`config.mk`:
```
export PLATFORM = sky130hd
export DESIGN_NAME = bpfa_ctrl
export DESIGN_NICKNAME = d
export VERILOG_FILES = /design/src/bpfa_pkg.sv /design/src/bpfa_ctrl.sv
export SDC_FILE = /design/constraint.sdc
export NUM_CORES = 1
export LEC_CHECK = 0
export ABC_AREA = 1
export BUFFER_PORTS_ARGS = -buffer_cell sky130_fd_sc_hd__buf_2
export CAP_MARGIN = 20
export CORE_AREA = 2 2 39 41
export CTS_CLUSTER_SIZE = 30
export DETAILED_ROUTE_END_ITERATION = 10
export DIE_AREA = 0 0 41 43
export GPL_TIMING_DRIVEN = 0
export PLACE_DENSITY = 0.62
export SETUP_SLACK_MARGIN = 0.15
export SLEW_MARGIN = 20
export SYNTH_ARGS = -nofsm -noshare
export SYNTH_HDL_FRONTEND = slang
export SYNTH_SLANG_ARGS = --single-unit
```
`constraint.sdc`:
```
create_clock -name clk -period 1.3 [get_ports clk]
set_clock_uncertainty 0.2 [all_clocks]
set_input_delay 0.13 -clock clk [delete_from_list [all_inputs] [get_ports clk]]
set_output_delay 0.13 -clock clk [all_outputs]
set_load 0.005 [all_outputs]
```
`src/bpfa_pkg.sv`:
```
package bpfa_pkg;

	localparam int MAX_FRAMES    = 32768;
	localparam int MAP_WORD_BITS = 64;
	localparam int MAP_WORDS     = (MAX_FRAMES + MAP_WORD_BITS - 1) / MAP_WORD_BITS;
	localparam int WORD_IDX_W    = $clog2(MAP_WORDS);
	localparam int BIT_POS_W     = $clog2(MAP_WORD_BITS);
	localparam int FRAME_IDX_W   = WORD_IDX_W + BIT_POS_W;
	localparam int LIMIT_W       = FRAME_IDX_W + 1;
	localparam int FRAME_SHIFT   = 12;

	localparam int ADDR_W      = 64;
	localparam int CFG_DATA_W  = 64;
	localparam int CFG_IDX_W   = 1;
	localparam int FCOUNT_W    = 16;
	localparam int CMD_W       = 2;
	localparam int STS_W       = 2;
	localparam int S_TDATA_W   = 24;
	localparam int M_TDATA_W   = 72;

	localparam int S_IDX_LSB   = CMD_W;
	localparam int S_VAL_BIT   = CMD_W + FRAME_IDX_W;
	localparam int M_BIT_POS   = ADDR_W;
	localparam int M_STS_LSB   = ADDR_W + 1;

	localparam logic [CFG_IDX_W-1:0] REG_POOL_BASE   = 1'd0;
	localparam logic [CFG_IDX_W-1:0] REG_FRAME_COUNT = 1'd1;

	localparam logic [STS_W-1:0] STS_OK    = 2'd0;
	localparam logic [STS_W-1:0] STS_NONE  = 2'd1;
	localparam logic [STS_W-1:0] STS_RANGE = 2'd2;

	typedef enum logic [CMD_W-1:0] {
		OP_CLEAR = 2'd0,
		OP_ALLOC = 2'd1,
		OP_WRITE = 2'd2,
		OP_READ  = 2'd3
	} op_t;

	typedef enum logic [2:0] {
		ST_INIT,
		ST_IDLE,
		ST_DECODE,
		ST_CLEAR,
		ST_ALLOC_CHK,
		ST_ACC_CHK,
		ST_RESP
	} state_t;

	typedef enum logic [2:0] {
		RES_OK,
		RES_NONE,
		RES_RANGE,
		RES_ALLOC,
		RES_READ
	} res_kind_t;

	typedef struct packed {
		logic      load_item;
		logic      sweep_wr;
		logic      scan_rd;
		logic      alloc_wr;
		logic      acc_rd;
		logic      acc_wr;
		logic      res_load;
		res_kind_t res_kind;
		logic      out_load;
	} dp_cmd_t;

	typedef struct packed {
		op_t  op;
		logic in_range;
		logic limit_zero;
		logic sweep_last;
		logic has_free;
		logic chk_last;
		logic out_free;
	} dp_stat_t;

	function automatic logic [BIT_POS_W-1:0] first_set(input logic [MAP_WORD_BITS-1:0] v);
		logic [BIT_POS_W-1:0] pos;
		pos = '0;
		for (int i = MAP_WORD_BITS - 1; i >= 0; i--) begin
			if (v[i]) begin
				pos = BIT_POS_W'(i);
			end
		end
		return pos;
	endfunction

endpackage

```
`src/bpfa_ctrl.sv`:
```
module bpfa_ctrl import bpfa_pkg::*; (
	input  logic     clk,
	input  logic     arst_n,
	input  logic     s_tvalid,
	output logic     s_tready,
	input  dp_stat_t stat,
	output dp_cmd_t  cmd
);

	state_t state_q;
	state_t state_d;

	always_ff @(posedge clk or negedge arst_n) begin
		if (!arst_n) begin
			state_q <= ST_INIT;
		end else begin
			state_q <= state_d;
		end
	end

	always_comb begin
		state_d  = state_q;
		cmd      = '0;
		s_tready = 1'b0;
		case (state_q)
			ST_INIT: begin
				cmd.sweep_wr = 1'b1;
				if (stat.sweep_last) begin
					state_d = ST_IDLE;
				end
			end
			ST_IDLE: begin
				s_tready = 1'b1;
				if (s_tvalid) begin
					cmd.load_item = 1'b1;
					state_d       = ST_DECODE;
				end
			end
			ST_DECODE: begin
				case (stat.op)
					OP_CLEAR: state_d = ST_CLEAR;
					OP_ALLOC: begin
						if (stat.limit_zero) begin
							cmd.res_load = 1'b1;
							cmd.res_kind = RES_NONE;
							state_d      = ST_RESP;
						end else begin
							cmd.scan_rd = 1'b1;
							state_d     = ST_ALLOC_CHK;
						end
					end
					default: begin
						if (!stat.in_range) begin
							cmd.res_load = 1'b1;
							cmd.res_kind = RES_RANGE;
							state_d      = ST_RESP;
						end else begin
							cmd.acc_rd = 1'b1;
							state_d    = ST_ACC_CHK;
						end
					end
				endcase
			end
			ST_CLEAR: begin
				cmd.sweep_wr = 1'b1;
				if (stat.sweep_last) begin
					cmd.res_load = 1'b1;
					cmd.res_kind = RES_OK;
					state_d      = ST_RESP;
				end
			end
			ST_ALLOC_CHK: begin
				if (stat.has_free) begin
					cmd.alloc_wr = 1'b1;
					cmd.res_load = 1'b1;
					cmd.res_kind = RES_ALLOC;
					state_d      = ST_RESP;
				end else if (stat.chk_last) begin
					cmd.res_load = 1'b1;
					cmd.res_kind = RES_NONE;
					state_d      = ST_RESP;
				end else begin
					cmd.scan_rd = 1'b1;
				end
			end
			ST_ACC_CHK: begin
				cmd.res_load = 1'b1;
				if (stat.op == OP_WRITE) begin
					cmd.acc_wr   = 1'b1;
					cmd.res_kind = RES_OK;
				end else begin
					cmd.res_kind = RES_READ;
				end
				state_d = ST_RESP;
			end
			ST_RESP: begin
				if (stat.out_free) begin
					cmd.out_load = 1'b1;
					state_d      = ST_IDLE;
				end
			end
			default: state_d = ST_IDLE;
		endcase
	end

endmodule

```
==> results of run 1 <==
==> layer usage <==
layer / share of wire (%) / up-vias / wire, um
met5: 0 / - / 0
met1: 45 / 290 / 697
met2: 48 / 23 / 752
met4: 0 / 0 / 0
met3: 7.0 / 0 / 109
li1: - / 346 / -
==> stage by stage <==
| step | TNS (ns) | setup WS, ns | utilization, % | area (um2) |
|---|---|---|---|---|
| after floorplan | 0 | 0.0410 | - | 480 |
| after global placement | -0.632 | -0.172 | 44.1 | 611 |
| after detailed placement | -0.607 | -0.167 | 44.1 | 611 |
| after CTS | -3.36 | -0.335 | 55.1 | 762 |
| after global routing | -4.64 | -0.395 | 63.9 | 885 |
| final | -3.54 | -0.323 | 63.9 | 885 |
==> final cells by class <==
| cell class | count | area, um2 | area share, % |
|---|---|---|---|
| inverters | 13 | 58.8 | 6.65 |
| clock buffers | 4 | 26.3 | 2.97 |
| multi-input cells | 64 | 429 | 48.5 |
| well taps | 16 | 20.0 | 2.26 |
| repair buffers | 38 | 251 | 28.4 |
| plain buffers | 2 | 22.5 | 2.55 |
| flip-flops and latches | 3 | 76.3 | 8.63 |
==> final timing paths <==
| kind | from | slack [ns] | to | cells after the start |
|---|---|---|---|---|
| min in group clk | stat[0] | 0.05 | state_q[2] | 4 |
| min reg2reg | state_q[0] | 0.37 | state_q[0] | 2 |
| max reg2reg | state_q[2] | -0.20 | state_q[0] | 9 |
| max in group asynchronous | arst_n | 0.76 | state_q[0] | 2 |
| min | arst_n | 0.02 | state_q[0] | 2 |
| max | state_q[1] | -0.32 | cmd[4] | 6 |
==> layout by cell type, fill, tap and decap left out, types with 2 or more instances in the layout <==
cell type / instances
buf_2: 22
nand2_1: 17
buf_4: 10
inv_1: 8
nor2_1: 8
buf_6: 7
nand3_1: 6
nor2_4: 5
nand2_2: 5
nand3_2: 5
nand3_4: 3
inv_2: 3
nand4_1: 3
nor2_2: 3
o21ai_2: 3
clkbuf_4: 3
nand2_4: 2
dfrtp_1: 2
==> where the power goes <==
group,internal (mW),switching (mW),total [mW]
Clock,0.115,0.0521,0.167
Sequential,0.149,0.0445,0.193
Combinational,0.785,0.913,1.70
==> cell families after synthesis <==
family	synth area share, %
flops	16.5
buf+inv	15.7
simple gates	62.0
compound gates	5.78
==> what timing repair did <==
action	CTS	global route
resized for setup	10	24
hold buffers	1	0
buffers inserted	10	5
pin swaps	7	16
setup endpoints to repair	15	15
endpoints found under the hold margin	3	0
==> reports/metrics.yaml, run 1 <==
power:
  power_mw: 2.06
  ir_drop_mv: 1.20
  leakagePower_nw: 0.495
  power-per-cell-area_nw_per_um2: 2330
cells_and_area:
  reg_top3: "state_q: 3 flops"
  antennaDiodeCount: 0
  top_register: "state_q"
  drive_gt1_share_pct: 60.5
  final_cells: 140
  largest_register_ffs: 3
  fill_cells: 122
  fin_nets: 136
  syn2layout_area_growth_pct: 94.8
global_route:
  grt_max_degree: 8
  grt_util_met1_pct: 26.0
  grt_pass1_wl_um: 2310
  grt_use_met2_pct: 28.7
  first_global_vias: 569
  track_usage_pct: 19.1
  grt_use_met3_pct: 9.42
  overflow: 0
  busiest_layer: "met2"
  antenna_found_initial: 0
place:
  dp_hpwl_um: 958
  post-place-cells: 120
  port_buffers: 22
  place.gp.congestion: 0.750
timing:
  fmax_mhz: 616
  finalCriticalPeriod_ns: 1.62
  slew_violations: 0
  setup_slack_ns: -0.323
  grt_setup_unrepaired: "yes"
  hold_violations: 0
  worst_slew_pin_slew_ns: 0.240
  timing.hold.ws_ns: 0.0214
  slew_headroom_pct: 84.0
  finalSetupViolations: 15
  post-route-period-util_pct: 125
routing:
  vias: 659
  wl_um: 1560
  drc_errors: 0
  ant_nets: 0
  vias_per_cell: 4.71
  first_pass_iters: 4
  wl_per_cell_um: 11.1
  drtIter0Drc: 7
job:
  drv_cap: 0
clock_tree:
  clk_latency_ns: 0.24
  h-tree-depth: 1
  cts_tree: "yes"
  clk_pin_slew_ns: 0.04
  clock-root-buffer: "clkbuf_4"
  numCtsBuffers: 3
  cts_num_sinks: 3
  cts.path.max_buffers: 2
logic_synthesis:
  yosys_warnings: 0
  synth_top_area_share_pct: 18.2
  syn_avg_cell_area_um2: 5.54
  yosys-top-cells-area: "nand2_1 (18%), dfrtp_1 (17%), nand3_1 (14%)"
  synth_ff_type: "dfrtp_1"
  synthesis.area_um2: 454
  post-synth-top-area-cell: "nand2_1"
  yosys-top-cells-count: "nand2_1 (22), nand3_1 (13), inv_1 (11), nor2_1 (10), nor2_2 (5)"
  synth-edff-count: 0
  synthCells: 82
  synth_nets: 93
  yosysSeqAreaShare_pct: 16.5
  synthArstFlopShare_pct: 100
  synth_most_common_cell: "nand2_1"
  yosys.cell_types.count: 18
  ys_seq_elements: 3
setup_path:
  worst-path-buf-inv: 3
  crit_required_ns: 0.97
  crit_type: "reg2out"
  crit_path_max_incr_delay_ns: 0.36
  worstPathCellList: "buf_6 > nor2_4 > buf_6 > nand3_1 > nand4_1 > buf_2"
  worstPathMaxFanout: 7
  endpoint_kind: "primary output"
  slowest_stage: "dfrtp_1"
  cp.arrival_ns: 1.29
  cp-start-kind: "flop"
  crit_top_cell: "buf_6"
  worst_path_dominant_cell_family: "buffers and inverters"
floorplanning:
  chipHeight_um: 43
  dieArea_um2: 1760
  die_w_um: 41
  start_util_pct: 32.8
  core_area_um2: 1380
  row_count: 14
  io_pins: 23
worst_hold_path:
  hold_class: "in2async"
run_status:
  violations: "setup timing"
  outcome: "finished, violations left"
Note: power is estimated with default switching activity, not from simulation.
==> run 2: changes to the inputs <==
--- a/config.mk
+++ b/config.mk
@@ -6,14 +6,14 @@
 export NUM_CORES = 1
 export LEC_CHECK = 0
 export ABC_AREA = 1
-export BUFFER_PORTS_ARGS = -buffer_cell sky130_fd_sc_hd__buf_2
+export BUFFER_PORTS_ARGS = -buffer_cell sky130_fd_sc_hd__buf_4
 export CAP_MARGIN = 20
 export CORE_AREA = 2 2 39 41
 export CTS_CLUSTER_SIZE = 30
 export DETAILED_ROUTE_END_ITERATION = 10
 export DIE_AREA = 0 0 41 43
 export GPL_TIMING_DRIVEN = 0
-export PLACE_DENSITY = 0.62
+export PLACE_DENSITY = 0.65
 export SETUP_SLACK_MARGIN = 0.15
 export SLEW_MARGIN = 20
 export SYNTH_ARGS = -nofsm -noshare
==> run 2 against run 1 <==
Effect of this change:
- the run still ends with setup timing left
- combinational power grew 9%
- worst setup slack worse by 0.033 ns
- worst hold slack lost 0.0025 ns
- routed wire length grew 7.1%
- sequential share of layout area decreased by 0.58 points
- total power is 7.1% higher
- utilization rose by 4.6 points
- critical endpoint is now cmd[8]
- cell area increased by 7.2%
- flip-flop and latch count is the same
- register-to-register slack got worse by 0.03 ns
- via count down 0.30%
- first-iteration DRC count is 86% higher
==> reports/metrics.yaml, run 2 (synthesized netlist as in run 1, its figures left out) <==
setup_path:
  cp.arrival_ns: 1.33
  crit_required_ns: 0.97
  cp-start-kind: "flop"
  crit_type: "reg2out"
  endpoint_kind: "primary output"
  worstPathMaxFanout: 8
timing:
  slew_violations: 0
  post-route-period-util_pct: 127
  slew_headroom_pct: 89.4
  finalSetupViolations: 15
  setup_slack_ns: -0.356
  hold_violations: 0
  worst_slew_pin_slew_ns: 0.158
  tns_ns: -3.92
  grt_setup_unrepaired: "yes"
  fmax_mhz: 604
  finalCriticalPeriod_ns: 1.66
global_route:
  grt_use_met2_pct: 30.0
  track_usage_pct: 18.6
  first_global_vias: 567
  grt_use_met3_pct: 5.24
  antenna_found_initial: 0
  grt_pass1_wl_um: 2280
  grt_util_met1_pct: 23.7
  busiest_layer: "met2"
  grt_max_degree: 9
  overflow: 0
clock_tree:
  clk_latency_ns: 0.24
  numCtsBuffers: 3
  clock-root-buffer: "clkbuf_4"
  cts.path.max_buffers: 2
  clk_pin_slew_ns: 0.04
  h-tree-depth: 1
  cts_tree: "yes"
  cts_num_sinks: 3
cells_and_area:
  final_common_cell: "buf_4"
  top_register: "state_q"
  final_cell_mix: "buf_4 (26), nand2_1 (15), buf_6 (10)"
  fin_util_pct: 68.5
  multi_input_area_um2: 447
  antennaDiodeCount: 0
  syn2layout_area_growth_pct: 109
  fin_nets: 133
  largest_register_ffs: 3
  fin_area_um2: 948
  ff_latch_area_um2: 76.3
  drive_gt1_share_pct: 62.0
  fill_cells: 123
  reg_top3: "state_q: 3 flops"
floorplanning:
  start_util_pct: 32.8
  chipHeight_um: 43
  dieArea_um2: 1760
  core_area_um2: 1380
  io_pins: 23
  die_w_um: 41
  row_count: 14
routing:
  drc_errors: 0
  vias_per_cell: 4.80
  ant_nets: 0
  wl_per_cell_um: 12.2
  drtIter0Drc: 13
  wl_um: 1670
  vias: 657
  first_pass_iters: 4
run_status:
  outcome: "finished, violations left"
  violations: "setup timing"
power:
  leakagePower_nw: 0.498
  power_mw: 2.20
  power-per-cell-area_nw_per_um2: 2320
  ir_drop_mv: 0.922
place:
  placed_cell_area_um2: 666
  place.gp.congestion: 0.804
  dp_hpwl_um: 956
  port_buffers: 22
job:
  drv_cap: 0
worst_hold_path:
  hold_class: "in2async"
==> run 2: cell count changes in the layout (fill, tap and decap cells not counted), moves of 2 or more <==
| cell | previous run | this run |
|---|---|---|
| buf_2 | 22 | 0 |
| buf_4 | 10 | 26 |
| buf_6 | 7 | 10 |
| inv_2 | 3 | 5 |
| nand2_1 | 17 | 15 |
| nand2_4 | 2 | 4 |
| o21ai_1 | 0 | 2 |
| o21ai_2 | 3 | 0 |
==> run 2: area by class of cell <==
class,instances,share of cell area [%]
Buffer,2,2.37
Clock buffer,4,2.77
Inverter,13,6.46
Multi-Input combinational cell,64,47.1
Sequential cell,3,8.05
Tap cell,16,2.11
Timing Repair Buffer,35,31.1
==> run 2: worst paths after layout <==
path                       startpoint    endpoint  slack [ns]  cells past startpoint
max reg2reg                state_q[0]  state_q[1]       -0.23                      9
min reg2reg                state_q[0]  state_q[0]        0.38                      2
max                        state_q[1]      cmd[8]       -0.36                      7
min                            arst_n  state_q[0]        0.02                      2
max in group asynchronous      arst_n  state_q[0]        0.78                      2
min in group clk              stat[0]  state_q[2]        0.06                      4
==> run 2: critical path, stage by stage (launching register included) <==
cell     delay (ns)
dfrtp_1        0.37
buf_6          0.16
nor2_4         0.13
nand2_4        0.09
nor2_4         0.11
inv_2          0.05
o21ai_1        0.07
buf_4          0.12
==> run 2: routing by layer <==
layer	vias up	part of all wire [%]	routed length [um]
met1	296	41	677
li1	340	-	-
met4	0	0.54	9
met2	19	54	901
met5	-	0	0
met3	2	4.9	81
==> run 2: stage by stage <==
step / setup slack [ns] / hold slack [ns] / std cells
finish: -0.356 / 0.0189 / 137
global route: -0.402 / 0.0286 / 137
CTS: -0.340 / 0.0184 / 132
detailed placement: -0.157 / -0.280 / 120
global placement: -0.165 / -0.280 / 120
floorplan: 0.0410 / -0.366 / 82
==> run 2: what timing repair did <==
action / CTS / global route
buffers inserted: 7 / 5
resized for setup: 13 / 28
endpoints found under the setup margin: 15 / 15
pin swaps: 10 / 10
hold endpoints to repair: 3 / 0
hold buffers: 1 / 0
==> run 2: power breakdown <==
part           leakage [nW]  switching, mW  internal, mW  total (mW)
Combinational         0.447          0.986         0.861        1.85
Clock                0.0150         0.0488         0.115       0.164
Sequential           0.0356         0.0448         0.149       0.194
